===== config.mk =====
export PLATFORM = sky130hd
export DESIGN_NAME = qsi_mul
export DESIGN_NICKNAME = d
export VERILOG_FILES = /design/src/qsi_pkg.sv /design/src/qsi_mul.sv
export SDC_FILE = /design/constraint.sdc
export NUM_CORES = 2
export LEC_CHECK = 0
export ABC_CLOCK_PERIOD_IN_PS = 9500
export BUFFER_PORTS_ARGS = -buffer_cell sky130_fd_sc_hd__buf_2
export CAP_MARGIN = 5
export CORE_UTILIZATION = 45
export DETAILED_ROUTE_END_ITERATION = 7
export GPL_ROUTABILITY_DRIVEN = 0
export PLACE_DENSITY_LB_ADDON = 0.05
export SLEW_MARGIN = 20
export SYNTH_ARGS = -nofsm -noshare
export SYNTH_HDL_FRONTEND = slang
export SYNTH_SLANG_ARGS = --single-unit

===== constraint.sdc =====
create_clock -name clk -period 9.5 [get_ports clk]
set_clock_uncertainty 0.15 [all_clocks]
set_input_delay 2.85 -clock clk [delete_from_list [all_inputs] [get_ports clk]]
set_output_delay 2.85 -clock clk [all_outputs]
set_load 0.1 [all_outputs]

===== src/qsi_pkg.sv =====
// Shared types, widths and constants of the quintic segment interpolator.
package qsi_pkg;

    localparam int POS_W         = 24;
    localparam int ANG_W         = 16;
    localparam int SPD_W         = 24;
    localparam int STEP_W        = 6;
    localparam int MAX_STEPS_DEF = 63;
    localparam int STEPS_RESET   = 10;
    localparam int TRIG_W        = 18;
    localparam int CXY_W         = 20;
    localparam int CZ_W          = 18;
    localparam int CORDIC_ROUNDS = 16;
    localparam int CORDIC_GAIN   = 39797;
    localparam int TRIG_ONE      = 65536;
    localparam int QUARTER_TURN  = 16384;
    localparam int HALF_TURN     = 32768;
    localparam int TRIG_FRAC     = 16;
    localparam int VEL_W         = 26;
    localparam int COEF_W        = 40;
    localparam int MUL_W         = 33;
    localparam int PROD_W        = 2 * MUL_W;
    localparam int WGT_W         = 30;
    localparam int QUO_W         = 36;
    localparam int SUM_W         = QUO_W + 2;
    localparam int STORE_DEPTH   = 10;
    localparam int AXIS_TERMS    = 5;

    typedef logic [STEP_W-1:0] steps_t;

    typedef struct packed {
        logic signed [POS_W-1:0] start_x;
        logic signed [POS_W-1:0] start_y;
        logic signed [POS_W-1:0] end_x;
        logic signed [POS_W-1:0] end_y;
        logic signed [ANG_W-1:0] start_heading;
        logic signed [ANG_W-1:0] end_heading;
        logic [SPD_W-1:0]        start_speed;
        logic [SPD_W-1:0]        end_speed;
        logic                    include_end;
    } seg_t;

    typedef struct packed {
        logic signed [POS_W-1:0] point_x;
        logic signed [POS_W-1:0] point_y;
        logic                    last_point;
    } point_t;

    function automatic logic [13:0] atan_units(input logic [3:0] k);
        logic [13:0] r;
        begin
            case (k)
                4'd0:    r = 14'd8192;
                4'd1:    r = 14'd4836;
                4'd2:    r = 14'd2555;
                4'd3:    r = 14'd1297;
                4'd4:    r = 14'd651;
                4'd5:    r = 14'd326;
                4'd6:    r = 14'd163;
                4'd7:    r = 14'd81;
                4'd8:    r = 14'd41;
                4'd9:    r = 14'd20;
                4'd10:   r = 14'd10;
                4'd11:   r = 14'd5;
                4'd12:   r = 14'd3;
                4'd13:   r = 14'd1;
                4'd14:   r = 14'd1;
                default: r = 14'd0;
            endcase
            return r;
        end
    endfunction

endpackage


===== src/qsi_mul.sv =====
// Shared signed multiplier with a registered product.
module qsi_mul
    import qsi_pkg::*;
(
    input  logic                     clk,
    input  logic signed [MUL_W-1:0]  a,
    input  logic signed [MUL_W-1:0]  b,
    output logic signed [PROD_W-1:0] prod
);

    logic signed [PROD_W-1:0] prod_reg;

    always_ff @(posedge clk)
    begin
        prod_reg <= a * b;
    end

    assign prod = prod_reg;

endmodule


---- After elaboration in Yosys (flattened, before gate mapping) ----
Cells that the tools add are included.
operators by class
  multipliers ............................. 1
operators with widths
  operator          count
  $mul A33 B33 Y66  1
word-level totals
  bits in registers ....................... 66
  input port bits ......................... 67
  output and inout bits ................... 66
  logic and storage cells ................. 2

---- Longest topological paths before layout ----
  word-level depth ........................ 1
  gate-level depth with buffers ........... 27
  gate-level depth less buffers ........... 26

---- Worst setup path before layout ----
Ideal clock, no wire load.
  path kind ............................... input -> register
  from .................................... input a[32]
  to ...................................... register prod_reg[62] (netlist: prod[62])
  setup time .............................. 0.079 ns
  arrival ................................. 10.007 ns
  data required time ...................... 9.271 ns
  path slack .............................. -0.736 ns
  cell stages on the path ................. 23
  buffers on the path ..................... 2
  cells stage by stage .................... clkbuf_1 -> nand2_1 -> inv_1 -> fa_1 -> fa_1 -> fa_1 -> fa_1 -> fa_1 -> fa_1 -> fa_1 -> inv_1 -> fa_1 -> inv_1 -> ha_1 -> clkbuf_1 -> and3_1 -> nand3_1 -> nand2b_1 -> a2111oi_4 -> a211oi_4 -> a21o_2 -> a21o_1 -> a211oi_2
between the ends
  cells in the longest elaborated chain, start to end .. 1
RTL lines
  what                  line           RTL
  from (decl)           qsi_mul.sv:6   input logic signed [MUL_W-1:0] a,
  $mul A33 B33 Y66      qsi_mul.sv:15  prod_reg <= a * b;
  to (signal assigned)  qsi_mul.sv:15
  to (decl)             qsi_mul.sv:11  logic signed [PROD_W-1:0] prod_reg;
No other way between the ends.

---- Worst setup path in the final report ----
  from .................................... input a[16]
  to ...................................... register prod_reg[62] (netlist: prod[62])
Same word-level chain as after synthesis.

==> impl_metrics.ini <==
[place]
io_buffers = 132
placed_area_um2 = 46500
dp_hpwl_um = 103700

[clock_tree]
clk_path_buf_depth = 2
clk_pin_slew_worst_paths_ns = 0.07
cts_tree = done
cts_buffers = 9
cts_sinks = 66
htree_num_levels = 3
hold_buffers = 0
cts_root_buf = clkbuf_16

[finish]
final_nets = 6248
stdcell_area_um2 = 49010
largest_reg_flops = 66
syn_to_final_growth_pct = 20.32
drive_above_1_share_pct = 21.21

[logic_synthesis]
synthDominantCellAreaShare_pct = 56.27
yosysUniqueCellTypes = 80
synth_flop_cell = dfxtp_1
ys_top_cells_by_area = fa_1, inv_1, and2_1, ha_1, nand2_1
yosysTopAreaCell = fa_1
syn-num-nets = 5767
ys_seq_area_share_pct = 3.244
ys_warn_count = 0
synth_edf_count = 0
synth.most_common_cell = fa_1
yosys-top-cells-count = fa_1, inv_1, and2_1, nand2_1, ha_1
avgSynthCellArea_um2 = 9.390
yosys_register_bits = 66
synth_area_um2 = 40730
synth_async_sr_flop_share_pct = 0
syn_inst = 4338

[timing]
setup_violations = 6
hold_violations = 0
slew_headroom_pct = 63.59
worst_pin_slew_ns = 0.5499
drv_slew = 0
setup_ws_ns = -0.1189
max_freq_mhz = 104.0
rsz0062_at_grt = yes
fin_crit_sh_pct = 101.3
tns_ns = -0.3768
period_needed_ns = 9.619

[routing]
vias_per_cell = 4.927
detail_route.wl_per_cell_um = 19.45
drtAntennaViolNets = 0
dr.pass1.iters = 5
num_vias = 29530
drt-initial-drc-count = 1127
drt_wl_total_um = 116600
drcViolationCount = 0

[floorplanning]
start_util_pct = 45.74
die-area_um2 = 91730
die_w_um = 302.9
io_pins = 133
die_h_um = 302.9
core.rowCount = 109
core_area_um2 = 89060

[setup_path]
path_class = in2reg
start_kind = primary input
critPathMaxFanout = 7
cpLargestDelayFamily = adder cells
worstPathRequired_ns = 9.64
cp-end-kind = register
crit_arrival_ns = 9.76
crit_slowest_cell = fa_1
worstPathCellList = buf_4 > buf_6 > and2_1 > fa_2 > fa_2 > fa_1 > inv_1 > fa_2 > fa_1 > inv_2 > fa_2 > fa_1 > inv_1 > fa_1 > inv_1 > ha_4 > a211o_1 > a21o_1 > a311o_1 > a31o_4 > a211oi_4 > a21o_2 > a211oi_2 > a211oi_2
path_depth = 24
slowest_delay_ns = 0.58
path_buf_inv = 6
crit_start = a[16]

[global_route]
grt_max_degree = 24
globalRouteTotalUtil_pct = 26.47
grt_pass1_vias = 32470
grt_pass1_wl_um = 182400
overflow = 0
antenna_found_initial = 6

[worst_hold_path]
hold_depth = 4
min_from = b[0]
min_path_type = in2reg

[run]
max_cap_violations = 0

[status]
status = finished, violations left
violations = setup timing
cell families (layout without fill, tap and decap cells):
logic type | after synthesis | in the layout | share of synthesized area, %
compound gates | 219 | 219 | 4.067
other cells | 0 | 4 | 0
simple gates | 1271 | 1271 | 15.78
xor+xnor | 68 | 68 | 1.462
fa+ha+maj | 1362 | 1362 | 62.94
buf+inv | 1352 | 1838 | 12.51
flops | 66 | 66 | 3.244
final cells by class:
class	count	area [µm²]
clock inverter	5	62.56
inverter	1131	4254
fill	8303	40050
multi-input combinational	2920	35710
sequential	66	1321
timing repair buffer	691	5952
clock buffer	11	242.7
tap	1165	1458
antenna	4	10.01
stage by stage:
step	std cells	setup WS (ns)	hold slack (ns)	util, %
after global routing	5993	-0.2622	2.977	55.03
after floorplan	4338	-0.05093	2.827	-
after detailed placement	5936	-0.8405	3.249	52.22
after global placement	5936	-0.8236	3.250	52.22
after CTS	5955	-0.1214	3.019	53.45
final	5993	-0.1189	2.984	55.03
what timing repair did:
| item | in CTS | in global routing |
|---|---|---|
| buffers inserted | 3 | 36 |
| endpoints found under the setup margin | 40 | 35 |
| resized for setup | 186 | 278 |
| pin swaps | 59 | 184 |
| cloned | 0 | 3 |
path summary, 6_finish.rpt:
path | end | slack, ns
max | prod[62]$_DFF_P_ | -0.12
min | prod[0]$_DFF_P_ | 2.98
cell usage in the layout, fill, tap and decap left out, drive strengths merged, types with 12 or more instances in the layout:
cell / Yosys / final
fa: 1145 / 1145
inv: 1131 / 1131
buf: 13 / 686
and2: 563 / 563
nand2: 551 / 551
ha: 217 / 217
nor2: 68 / 68
dfxtp: 66 / 66
a21oi: 61 / 61
xnor2: 43 / 43
a21o: 38 / 38
o21ai: 33 / 33
nand3: 26 / 26
xor2: 25 / 25
clkbuf: 208 / 16
nand4: 12 / 12
nand2b: 12 / 12
layer usage:
layer,vias to the layer above,wire length [µm],track usage [%]
met3,160,2745,1.847
met2,513,64350,49.89
met1,15560,44230,31.03
met5,-,0,0
met4,0,5262,10.66
li1,13300,-,-
Power is left out: the tool's default activity adds up to more than one toggle a clock period on the data nets, which glitch-free logic cannot reach.
