--- src/qsi_pkg.sv ---
// Shared types, widths and constants of the quintic segment interpolator.
package qsi_pkg;

    localparam int POS_W         = 24;
    localparam int ANG_W         = 16;
    localparam int SPD_W         = 24;
    localparam int STEP_W        = 6;
    localparam int MAX_STEPS_DEF = 63;
    localparam int STEPS_RESET   = 10;
    localparam int TRIG_W        = 18;
    localparam int CXY_W         = 20;
    localparam int CZ_W          = 18;
    localparam int CORDIC_ROUNDS = 16;
    localparam int CORDIC_GAIN   = 39797;
    localparam int TRIG_ONE      = 65536;
    localparam int QUARTER_TURN  = 16384;
    localparam int HALF_TURN     = 32768;
    localparam int TRIG_FRAC     = 16;
    localparam int VEL_W         = 26;
    localparam int COEF_W        = 40;
    localparam int MUL_W         = 33;
    localparam int PROD_W        = 2 * MUL_W;
    localparam int WGT_W         = 30;
    localparam int QUO_W         = 36;
    localparam int SUM_W         = QUO_W + 2;
    localparam int STORE_DEPTH   = 10;
    localparam int AXIS_TERMS    = 5;

    typedef logic [STEP_W-1:0] steps_t;

    typedef struct packed {
        logic signed [POS_W-1:0] start_x;
        logic signed [POS_W-1:0] start_y;
        logic signed [POS_W-1:0] end_x;
        logic signed [POS_W-1:0] end_y;
        logic signed [ANG_W-1:0] start_heading;
        logic signed [ANG_W-1:0] end_heading;
        logic [SPD_W-1:0]        start_speed;
        logic [SPD_W-1:0]        end_speed;
        logic                    include_end;
    } seg_t;

    typedef struct packed {
        logic signed [POS_W-1:0] point_x;
        logic signed [POS_W-1:0] point_y;
        logic                    last_point;
    } point_t;

    function automatic logic [13:0] atan_units(input logic [3:0] k);
        logic [13:0] r;
        begin
            case (k)
                4'd0:    r = 14'd8192;
                4'd1:    r = 14'd4836;
                4'd2:    r = 14'd2555;
                4'd3:    r = 14'd1297;
                4'd4:    r = 14'd651;
                4'd5:    r = 14'd326;
                4'd6:    r = 14'd163;
                4'd7:    r = 14'd81;
                4'd8:    r = 14'd41;
                4'd9:    r = 14'd20;
                4'd10:   r = 14'd10;
                4'd11:   r = 14'd5;
                4'd12:   r = 14'd3;
                4'd13:   r = 14'd1;
                4'd14:   r = 14'd1;
                default: r = 14'd0;
            endcase
            return r;
        end
    endfunction

endpackage

--- src/qsi_div.sv ---
// Bit-serial restoring divider with round-half-away-from-zero quotient.
module qsi_div
    import qsi_pkg::*;
(
    input  logic                     clk,
    input  logic                     rst_n,
    input  logic                     start,
    input  logic signed [PROD_W-1:0] num,
    input  logic [WGT_W-1:0]         den,
    output logic                     done,
    output logic signed [QUO_W:0]    quo
);

    localparam int CNT_W = $clog2(QUO_W);

    logic [PROD_W-1:0] mag;
    logic [QUO_W-1:0]  q_reg;
    logic [WGT_W-1:0]  rem_reg, den_reg;
    logic [WGT_W:0]    trial;
    logic [CNT_W-1:0]  cnt_reg;
    logic              busy_reg, done_reg, neg_reg, fits;

    always_comb
    begin
        mag   = (num < 0) ? PROD_W'(-num) : PROD_W'(num);
        mag   = mag + PROD_W'(den >> 1);
        trial = {rem_reg, q_reg[QUO_W-1]};
        fits  = trial >= {1'b0, den_reg};
    end

    always_ff @(posedge clk or negedge rst_n)
    begin
        if (!rst_n)
        begin
            busy_reg <= 1'b0;
            done_reg <= 1'b0;
            cnt_reg  <= '0;
        end
        else
        begin
            done_reg <= 1'b0;
            if (start)
            begin
                busy_reg <= 1'b1;
                cnt_reg  <= '0;
            end
            else if (busy_reg)
            begin
                cnt_reg <= cnt_reg + 1'b1;
                if (cnt_reg == CNT_W'(QUO_W - 1))
                begin
                    busy_reg <= 1'b0;
                    done_reg <= 1'b1;
                end
            end
        end
    end

    always_ff @(posedge clk)
    begin
        if (start)
        begin
            q_reg   <= mag[QUO_W-1:0];
            rem_reg <= WGT_W'(mag >> QUO_W);
            den_reg <= den;
            neg_reg <= num < 0;
        end
        else if (busy_reg)
        begin
            rem_reg <= fits ? WGT_W'(trial - {1'b0, den_reg}) : WGT_W'(trial);
            q_reg   <= {q_reg[QUO_W-2:0], fits};
        end
    end

    assign done = done_reg;
    assign quo  = neg_reg ? -$signed({1'b0, q_reg}) : $signed({1'b0, q_reg});

endmodule

--- config.mk ---
export PLATFORM = sky130hd
export DESIGN_NAME = qsi_div
export DESIGN_NICKNAME = d
export VERILOG_FILES = /design/src/qsi_pkg.sv /design/src/qsi_div.sv
export SDC_FILE = /design/constraint.sdc
export NUM_CORES = 1
export LEC_CHECK = 0
export ABC_AREA = 0
export BUFFER_PORTS_ARGS = -buffer_cell sky130_fd_sc_hd__buf_2
export CELL_PAD_IN_SITES_DETAIL_PLACEMENT = 0
export CELL_PAD_IN_SITES_GLOBAL_PLACEMENT = 1
export CORE_ASPECT_RATIO = 0.9
export CORE_MARGIN = 2
export CORE_UTILIZATION = 40
export CTS_CLUSTER_DIAMETER = 50
export DETAILED_ROUTE_END_ITERATION = 10
export PLACE_DENSITY_LB_ADDON = 0.1
export SYNTH_ARGS = -nofsm -noshare
export SYNTH_HDL_FRONTEND = slang
export SYNTH_SLANG_ARGS = --single-unit
--- constraint.sdc ---
create_clock -name clk -period 4.39 [get_ports clk]
set_input_delay 0.6585 -clock clk [delete_from_list [all_inputs] [get_ports clk]]
set_output_delay 0.6585 -clock clk [all_outputs]
set_load 0.05 [all_outputs]
; After elaboration in Yosys (flattened, before gate mapping)
; Index checks and enable logic that the tools add are counted.
[classes]
reduce_logical = 1
eq_ne = 1
magnitude_cmp = 2
n_addsub = 5
n_mux = 15
[ops]
columns = operator, n
row1 = 2-to-1 mux 30 bit, 3
row2 = 2-to-1 mux 36 bit, 2
row3 = adder 66 x 29 -> 66 bit, 1
row4 = less-than comparator 66 x 1 -> 1 bit (second input constant), 1
row5 = 2-to-1 mux 66 bit, 1
row6 = negator 66 bit, 1
row7 = 2-to-1 mux 37 bit, 1
row8 = negator 36 -> 37 bit, 1
row9 = greater-or-equal comparator 31 x 30 -> 1 bit, 1
row10 = subtractor 30 bit, 1
row11 = 2-to-1 mux 6 bit, 2
row12 = adder 6 x 1 -> 6 bit (second input constant), 1
row13 = == test 6 bit (second input constant), 1
row14 = 2-to-1 mux 1 bit, 6
row15 = nonzero test 2 bit, 1
[word_totals]
elab_cells = 31
out_inout_bits = 38
input_bits = 99
register_bits = 105

; Logic depth before layout (Yosys ltp)
; Gate-level depths: netlist (run 1).
[depth]
ltp_word = 4
depth_mapped = 22
depth_no_buf = 19

; Worst setup path before layout (run 1)
; OpenSTA, ideal clock, no wires.
[synth_path]
path_type = in2reg
from = in num[65]
to = reg rem_reg[13], data pin
n_path_buf = 8
setup_slack_ns = -1.194
required_ns = 4.120
path_stages = 21
arrival_time_ns = 5.314
setup_ns = 0.270
cell_sequence = clkbuf_1 -> clkbuf_1 -> clkbuf_1 -> clkbuf_1 -> clkbuf_1 -> buf_1 -> nand2_1 -> xnor2_1 -> ha_1 -> clkbuf_1 -> nand2_1 -> o21ai_0 -> a22oi_1 -> a2111oi_0 -> nor2_1 -> o21ai_0 -> and4_1 -> clkbuf_1 -> nor3b_1 -> xnor2_1 -> a21oi_1
[synth_via]
elab_chain_cells = 4
[synth_rtl]
columns = item, line
row1 = "start, declared", qsi_div.sv:8  ; input logic signed [PROD_W-1:0] num,
row2 = less-than comparator 66 x 1 -> 1 bit, qsi_div.sv:25  ; mag = (num < 0) ? PROD_W'(-num) : PROD_W'(num);
row3 = 2-to-1 mux 66 bit, qsi_div.sv:25
row4 = adder 66 x 29 -> 66 bit, qsi_div.sv:26  ; mag = mag + PROD_W'(den >> 1);
row5 = 2-to-1 mux 30 bit, qsi_div.sv:61  ; if (start)
row6 = "end signal, assigned", qsi_div.sv:64  ; rem_reg <= WGT_W'(mag >> QUO_W);
row7 = "end signal, assigned", qsi_div.sv:70  ; rem_reg <= fits ? WGT_W'(trial - {1'b0, den_reg}) : WGT_W'(trial);
row8 = "end, declared", qsi_div.sv:18  ; logic [WGT_W-1:0] rem_reg, den_reg;
; Every way passes these cells.
; A chain may end at the register's enable or synchronous reset.

; Worst setup path in the final report (run 1)
[layout_path]
from = in num[3]
to = reg rem_reg[2], data pin
[layout_via]
elab_chain_cells = 4
elab_cells_between_ends = 5
cone_classes = add/sub (2) / order compare (1) / mux (2)
[layout_rtl]
columns = item, line
row1 = negator 66 bit or less-than comparator 66 x 1 -> 1 bit (tied branches), qsi_div.sv:25
row2 = 2-to-1 mux 66 bit *, qsi_div.sv:25
row3 = adder 66 x 29 -> 66 bit *, qsi_div.sv:26
row4 = 2-to-1 mux 30 bit *, qsi_div.sv:61
; Every way passes the cells marked *; elsewhere a longest branch is shown, timed or not.

==> results of run 1 <==
## worst min path at each step
stage | from | endpoint | slack (ps) | cells past startpoint
2_1_floorplan | rst_n | busy_reg$_DFF_PN0_ | 360 | 0
3_5_place_dp | rst_n | cnt_reg[5]$_DFFE_PN0P_ | 510 | 1
4_1_cts | rst_n | cnt_reg[5]$_DFFE_PN0P_ | 110 | 1
5_1_grt | rst_n | cnt_reg[5]$_DFFE_PN0P_ | 120 | 1
6_report | rst_n | cnt_reg[5]$_DFFE_PN0P_ | 120 | 1
3_3_place_gp | rst_n | done$_DFF_PN0_ | 510 | 1
## power groups by stage
stage / logic, mW / registers (mW) / clock network (mW)
3_5_place_dp: 3.94 / 1.73 / 0
6_report: 4.17 / 1.71 / 0.798
4_1_cts: 4.03 / 1.71 / 0.813
2_1_floorplan: 2.85 / 1.63 / 0
5_1_grt: 4.53 / 1.74 / 0.846
3_3_place_gp: 3.92 / 1.73 / 0
## through the flow
stage / utilization, % / cell area (µm²) / power (mW)
5_1_grt: 55.3 / 14900 / 7.11
2_1_floorplan: - / 11200 / 4.49
6_report: 55.3 / 14900 / 6.68
4_1_cts: 53.5 / 14400 / 6.55
3_5_place_dp: 51.2 / 13800 / 5.66
3_3_place_gp: 51.2 / 13800 / 5.66
## cell usage in the layout, fill, tap and decap left out, types with 9 or more instances in the layout
master                      Yosys  final
sky130_fd_sc_hd__o41ai_1       18     15
sky130_fd_sc_hd__o21ai_0       89     70
sky130_fd_sc_hd__o31ai_1       24     20
sky130_fd_sc_hd__buf_4          1    233
sky130_fd_sc_hd__xor2_1        45     43
sky130_fd_sc_hd__a21oi_2        0     10
sky130_fd_sc_hd__edfxtp_1      97     97
sky130_fd_sc_hd__a21o_1        38     38
sky130_fd_sc_hd__nand2b_1      18     14
sky130_fd_sc_hd__mux2_2        30     27
sky130_fd_sc_hd__xnor2_1      117    108
sky130_fd_sc_hd__o21a_1        10     10
sky130_fd_sc_hd__or3_1         23     20
sky130_fd_sc_hd__nand3_1       34     30
sky130_fd_sc_hd__nor3_1        28     21
sky130_fd_sc_hd__buf_2          2    132
sky130_fd_sc_hd__a211oi_1      18     16
sky130_fd_sc_hd__nand4_1       18     18
sky130_fd_sc_hd__a21oi_1       79     66
sky130_fd_sc_hd__nor4_1        25     19
sky130_fd_sc_hd__or4_1         22     17
sky130_fd_sc_hd__nor2_1        75     67
sky130_fd_sc_hd__ha_1          62     59
sky130_fd_sc_hd__o31a_1         9      9
sky130_fd_sc_hd__buf_6          0     14
sky130_fd_sc_hd__and3_1        11     10
sky130_fd_sc_hd__nor2b_1       17     14
sky130_fd_sc_hd__o211ai_1      10     10
sky130_fd_sc_hd__and2_1         9      9
sky130_fd_sc_hd__mux2i_1       14     14
sky130_fd_sc_hd__or2_2         10     10
sky130_fd_sc_hd__clkbuf_16      0      9
sky130_fd_sc_hd__inv_1         53     50
sky130_fd_sc_hd__o21ai_1        1     12
sky130_fd_sc_hd__nand2_1      105     96
## per-layer routing
| layer | track usage [%] | wire (µm) | vias up |
|---|---|---|---|
| met5 | 0 | 0 | - |
| met4 | 6.28 | 527 | 0 |
| met3 | 3.57 | 2300 | 32 |
| met2 | 39.3 | 17100 | 345 |
| met1 | 40.1 | 18900 | 5386 |
| li1 | - | - | 5485 |
## final cells by class
cell class              instances  area, µm²
clock inverters                 7       51.3
clock buffers                   9        225
repair buffers                383       2650
multi-input cells            1062       8230
inverters                      53        214
well taps                     354        443
fillers                      2539      12000
flip-flops and latches        105       3110
## timing repair
action / in CTS / in global routing
cloned: 2 / 0
setup buffers: 13 / 12
endpoints found under the setup margin: 44 / 52
hold buffers: 0 / 0
pin swaps: 51 / 54
resized for setup: 60 / 85
## critical path, cell delays in order
cell	delay (ps)
sky130_fd_sc_hd__buf_6	90
sky130_fd_sc_hd__or4_4	560
sky130_fd_sc_hd__or4_4	540
sky130_fd_sc_hd__or3_4	370
sky130_fd_sc_hd__o31a_1	300
sky130_fd_sc_hd__xor2_1	150
sky130_fd_sc_hd__ha_1	370
sky130_fd_sc_hd__buf_6	130
sky130_fd_sc_hd__nand4_1	140
sky130_fd_sc_hd__nor2_1	140
sky130_fd_sc_hd__nand3_1	140
sky130_fd_sc_hd__a211oi_2	220
sky130_fd_sc_hd__o211ai_1	100
sky130_fd_sc_hd__buf_4	210
sky130_fd_sc_hd__buf_6	130
sky130_fd_sc_hd__nand2b_4	150
sky130_fd_sc_hd__or3_4	320
sky130_fd_sc_hd__nand3_2	90
sky130_fd_sc_hd__o21ai_1	60
## cell families after synthesis
| group | Yosys count | synth area share [%] |
|---|---|---|
| adder cells (fa/ha/maj) | 64 | 7.46 |
| AO/OA/AOI/OAI | 361 | 21.8 |
| multiplexers | 44 | 4.37 |
| buffers and inverters | 108 | 3.77 |
| AND/OR/NAND/NOR | 429 | 21.2 |
| flip-flops | 105 | 28.5 |
| XOR/XNOR | 162 | 13.0 |
==> metrics.md, run 1 <==
| Metric | Value |
|---|---|
| Result of the run | `finished with violations` |
| Clock tree from TritonCTS | `done` |
| Flops & latches, synth | `105` |
| Final std cells w/o fill | `1973` |
| Floorplan die height | `161 µm` |
| CTS clock-pin slew for the worst setup and hold paths | `90 ps` |
| Fraction of power spent switching nets | `46.2%` |
| Worst clock skew | `19.4 ps` |
| Hold violation total from the final report | `0` |
| Largest buffer count on any clock path | `2` |
| Pwr Density | `448 nW/µm²` |
| Synth top area share | `26.6%` |
| Leading cell types by total area after synthesis | `sky130_fd_sc_hd__edfxtp_1, sky130_fd_sc_hd__xnor2_1, sky130_fd_sc_hd__ha_1` |
| Worst-case setup margin in the final layout | `-356 ps` |
| Antenna fix cells | `0` |
| Setup tns final | `-8700 ps` |
| H-tree depth | `3` |
| Instance count of the mapped netlist | `1273` |
| Logic depth of the worst register-to-register path | `11` |
| Via density per instance | `5.70` |
| Top-count cell post-synth | `sky130_fd_sc_hd__xnor2_1` |
| Synthesis-to-layout area growth | `36.4%` |
| DRC Markers | `0` |
| Number of nets in the layout | `1777` |
| Internal portion of total power | `3.59 mW` |
| Most instantiated cells after synthesis | `sky130_fd_sc_hd__xnor2_1, sky130_fd_sc_hd__nand2_1, sky130_fd_sc_hd__edfxtp_1, sky130_fd_sc_hd__o21ai_0, sky130_fd_sc_hd__a21oi_1` |
| RePlAce Congestion | `0.922` |
| Core Area | `27000 µm²` |
| Warnings, synthesis | `0` |
| Reg2Reg Launch Point | `rem_reg[11]$_DFFE_PP_` |
| Total global-route track usage | `26.4%` |
| Detailed-router iteration count before antenna repair | `6` |
| Endpoint arrival time on the critical path | `4870 ps` |
| Hold slack final | `120 ps` |
| Library cells used by synthesis | `81` |
| CP required | `4520 ps` |
| Largest driver fanout on the critical path | `4` |
| Chip Width | `178 µm` |
| Number of I/O port buffers | `136` |
| Switching Power | `3.09 mW` |
| Ratio of cells with drive above 1 in the final layout | `34.7%` |
| Largest net degree at the start of global routing | `63` |
| Portion of total power attributed to combinational logic | `62.4%` |
| Number of cells after detailed placement | `1937` |
| Antenna violations before repair | `0` |
| Achievable clock frequency | `211 MHz` |
| Total length of routed wires | `38800 µm` |
| Final slew viol count | `0` |
| Relative slew slack | `54.0%` |
| Half-perimeter wire length of the detailed placement result | `30400 µm` |
| Total global routing overflow | `0` |
| Number of failing setup endpoints in the final timing report | `40` |
| Floorplan row count | `57` |
| Number of flip-flops in the largest register | `36` |
| Most area-hungry cell type in the Yosys netlist | `sky130_fd_sc_hd__edfxtp_1` |
| Insertion delay to the later sink of the worst-skew pair | `370 ps` |
| Number of sinks on the clock net | `105` |
| Async S/R FF share, synth | `7.62%` |
| Clk pwr share | `11.9%` |
| Sequential share of power | `25.6%` |
| Post-Synthesis Net Count | `1436` |
| Dominant register cell in the synthesized netlist | `sky130_fd_sc_hd__edfxtp_1` |
| Starting density of the core | `40.6%` |
| Destination of the worst register-to-register timing path | `rem_reg[11]$_DFFE_PP_` |
| First-pass GRT wire length | `58400 µm` |
| Number of DRC markers after the initial detailed-route iteration | `860` |
| Register-to-register path setup slack | `560 ps` |
| Unrepaired setup endpoints after global routing | `true` |
| Critical Path End Type | `register` |
| Final critical path time including I/O delays and setup | `4750 ps` |
| Max-capacitance violation count | `0` |
| VDD IR-drop max | `0.210 mV` |
| Via count of the first global-routing pass | `10300` |
| Post-placement setup slack | `-812 ps` |
| Critical path type | `in2reg` |
| Capturing element of the worst setup path | `rem_reg[2]$_DFFE_PP_` |
| Actual slew at the worst max-slew pin | `684 ps` |
| Routed via count | `11200` |
| Number of synthesized flops with an enable pin | `97` |
| Cell Area, Synth | `10900 µm²` |
| Startpoint types | `primary input` |
| Area of the die | `28700 µm²` |
| Post-synthesis sequential area ratio | `28.5%` |
| Routed len/inst | `19.7 µm` |
| Pleak | `6.26 nW` |
| Critical Path Start | `num[3]` |
| Fraction of the cycle the final worst path needs | `108%` |
| Clk root buf | `sky130_fd_sc_hd__clkbuf_16` |
| Remaining number of nets flagged by the antenna check after routing | `0` |
| Mean area per synthesized cell | `8.59 µm²` |
| IO Count | `137` |
| Hold Path Class | `in2async` |
| Number of buffers inserted during clock tree synthesis | `9` |
| Violations in the final reports | `negative setup slack` |
Note: power is estimated with default switching activity, not from simulation.
==> run 2: changes to the inputs <==
Settings changed: CORE_ASPECT_RATIO 0.9 to 0.6.
==> run 2 against run 1 <==
Against the previous run:
- worst setup slack better by 3.2 ps
- highest routed layer is now met5
- final area down 0.60%
- largest power group unchanged
- critical path depth shrank 3
- sequential power increased by 4%
- the run still ends with negative setup slack left
- utilization grew 0.31 points
==> metrics.md, run 2 (synthesis gave the netlist of run 1 again) <==
| Metric | Value |
|---|---|
| Result of the run | `finished with violations (unchanged)` |
| Violations in the final reports | `negative setup slack (unchanged)` |
| Via density per instance | `5.71 (was 5.70)` |
| Fillers | `2487 (was 2539)` |
| Insertion delay to the later sink of the worst-skew pair | `370 ps (about the same)` |
| Number of failing setup endpoints in the final timing report | `42 (was 40)` |
| Worst clock skew | `11.3 ps (was 19.4 ps)` |
| Critical Path End Type | `register (unchanged)` |
| Worst path max stage delay | `570 ps (was 560 ps)` |
| Antenna fix cells | `0 (unchanged)` |
| Via count of the first global-routing pass | `10200 (was 10300)` |
| Number of buffers inserted during clock tree synthesis | `9 (unchanged)` |
| Final critical path time including I/O delays and setup | `4740 ps (was 4750 ps)` |
| Pwr Density | `463 nW/µm² (was 448 nW/µm²)` |
| Area of the die | `28700 µm² (about the same)` |
| Starting density of the core | `41.1% (was 40.6%)` |
| Unrepaired setup endpoints after global routing | `true (unchanged)` |
| Library cell appearing most often on the critical path | `sky130_fd_sc_hd__or4_4 (was sky130_fd_sc_hd__buf_6)` |
| Core Area | `26600 µm² (was 27000 µm²)` |
| Number of I/O port buffers | `136 (unchanged)` |
| Leading cell type in the layout, fill and taps excluded | `sky130_fd_sc_hd__buf_4 (unchanged)` |
| Total power | `6.87 mW (was 6.68 mW)` |
| Number of DRC markers after the initial detailed-route iteration | `1103 (was 860)` |
| Number of nets in the layout | `1773 (was 1777)` |
| Synthesis-to-layout area growth | `35.6% (was 36.4%)` |
| Top cell family by delay on the critical path | `simple AND/OR/NAND/NOR gates (unchanged)` |
| Most frequent cells in the layout | `sky130_fd_sc_hd__buf_4, sky130_fd_sc_hd__buf_2, sky130_fd_sc_hd__xnor2_1 (unchanged)` |
| Achievable clock frequency | `211 MHz (about the same)` |
| Floorplan row count | `46 (was 57)` |
| Cell with the biggest individual delay on the critical path | `sky130_fd_sc_hd__or4_4 (unchanged)` |
| Antenna violations before repair | `2 (was 0)` |
| Pleak | `6.20 nW (was 6.26 nW)` |
| Final slew viol count | `0 (unchanged)` |
| Max-capacitance violation count | `0 (unchanged)` |
| Relative slew slack | `39.0% (was 54.0%)` |
| Half-perimeter wire length of the detailed placement result | `31800 µm (was 30400 µm)` |
| Number of sinks on the clock net | `105 (unchanged)` |
| Largest net degree at the start of global routing | `62 (was 63)` |
| CTS clock-pin slew for the worst setup and hold paths | `80 ps (was 90 ps)` |
| Chip Width | `217 µm (was 178 µm)` |
| Final std cells w/o fill | `1975 (was 1973)` |
| Placed Area | `13700 µm² (was 13800 µm²)` |
| Clock tree from TritonCTS | `done (unchanged)` |
| VDD IR-drop max | `0.351 mV (was 0.210 mV)` |
| Clk root buf | `sky130_fd_sc_hd__clkbuf_16 (unchanged)` |
| Register-to-register path setup slack | `320 ps (was 560 ps)` |
| Hold Path Class | `in2async (unchanged)` |
| Total global-route track usage | `27.1% (was 26.4%)` |
| Number of cells after detailed placement | `1937 (unchanged)` |
| Largest driver fanout on the critical path | `5 (was 4)` |
| Largest buffer count on any clock path | `2 (unchanged)` |
| Total length of routed wires | `39800 µm (was 38800 µm)` |
| Critical path type | `in2reg (unchanged)` |
| DRC Markers | `0 (unchanged)` |
| Fin util | `55.7% (was 55.3%)` |
| List of cells traversed by the critical path | `buf_6 > or4_4 > or4_4 > or3_4 > o31a_1 > xor2_1 > ha_1 > and3_4 > nand2b_4 > a2111oi_4 > nor2_2 > o21ai_4 > and4_2 > nor4b_4 > xnor2_1 > a21o_1 (was buf_6 > or4_4 > or4_4 > or3_4 > o31a_1 > xor2_1 > ha_1 > buf_6 > nand4_1 > nor2_1 > nand3_1 > a211oi_2 > o211ai_1 > buf_4 > buf_6 > nand2b_4 > or3_4 > nand3_2 > o21ai_1)` |
| IO Count | `137 (unchanged)` |
| Number of flip-flops in the largest register | `36 (unchanged)` |
| Floorplan die height | `132 µm (was 161 µm)` |
| RePlAce Congestion | `0.923 (was 0.922)` |
| CP required | `4520 ps (about the same)` |
| First-pass GRT wire length | `60200 µm (was 58400 µm)` |
| Endpoint arrival time on the critical path | `4870 ps (about the same)` |
| Routed via count | `11300 (was 11200)` |
| Total global routing overflow | `0 (unchanged)` |
| Startpoint types | `primary input (unchanged)` |
| Worst-case setup margin in the final layout | `-352 ps (was -356 ps)` |
| Buffering stage count on the worst path with inverters included | `1 (was 4)` |
| Routed len/inst | `20.2 µm (was 19.7 µm)` |
| Fraction of the cycle the final worst path needs | `108% (about the same)` |
| Actual slew at the worst max-slew pin | `913 ps (was 684 ps)` |
| Detailed-router iteration count before antenna repair | `5 (was 6)` |
| H-tree depth | `3 (unchanged)` |
| Remaining number of nets flagged by the antenna check after routing | `0 (unchanged)` |
| Ratio of cells with drive above 1 in the final layout | `34.3% (was 34.7%)` |
| Final cell area excluding filler cells | `14800 µm² (was 14900 µm²)` |
| Post-placement setup slack | `-958 ps (was -812 ps)` |
| Hold violation total from the final report | `0 (unchanged)` |
run 2: cell count changes in the layout (fill, tap and decap cells not counted), sizes merged:
cell | previous run | this run
buf | 383 | 380
nand2b | 19 | 18
clkinv | 4 | 1
clkbuf | 9 | 12
run 2: metrics by stage:
stage / hold WS, ps / setup TNS, ps
after floorplan: 363 / -15260
final: 112 / -9540
after detailed placement: 507 / -33920
after global routing: 110 / -14330
after CTS: 104 / -6780
after global placement: 510 / -30260
run 2: area by class of cell:
class,instances,area [µm²],area share (%)
Multi-Input combinational cell,1061,8140,54.9
Sequential cell,105,3110,21.0
Timing Repair Buffer,380,2620,17.7
Tap cell,360,450,3.04
Clock buffer,12,258,1.74
Inverter,53,214,1.44
Clock inverter,4,32.5,0.219
run 2: power breakdown:
part,total [mW],switching [mW],internal [mW],leakage [nW]
combinational,4.27,2.53,1.74,4.94
clock,0.836,0.409,0.427,0.143
sequential,1.77,0.306,1.46,1.11
run 2: metal layers:
metal	GRT usage, %	part of all wire (%)
met4	4.19	1.2
met3	6.57	8.6
met2	34.6	38
met5	0	0.045
met1	44.9	52
run 2: worst paths after layout:
path,start,end,depth (start not counted)
min in group clk,den[0],den_reg[0]$_DFFE_PP_,1
setup / recovery,num[3],rem_reg[21]$_DFFE_PP_,16
hold reg to reg,cnt_reg[5]$_DFFE_PN0P_,cnt_reg[5]$_DFFE_PN0P_,2
max in group asynchronous,rst_n,busy_reg$_DFF_PN0_,1
setup reg to reg,q_reg[35]$_DFFE_PP_,rem_reg[28]$_DFFE_PP_,14
hold / removal,rst_n,done$_DFF_PN0_,1
run 2: timing repair:
action,in CTS,in global routing
resized for setup,77,68
pin swaps,54,51
gates cloned,0,1
buffers inserted,17,10
endpoints found under the setup margin,44,47
hold buffers,0,0
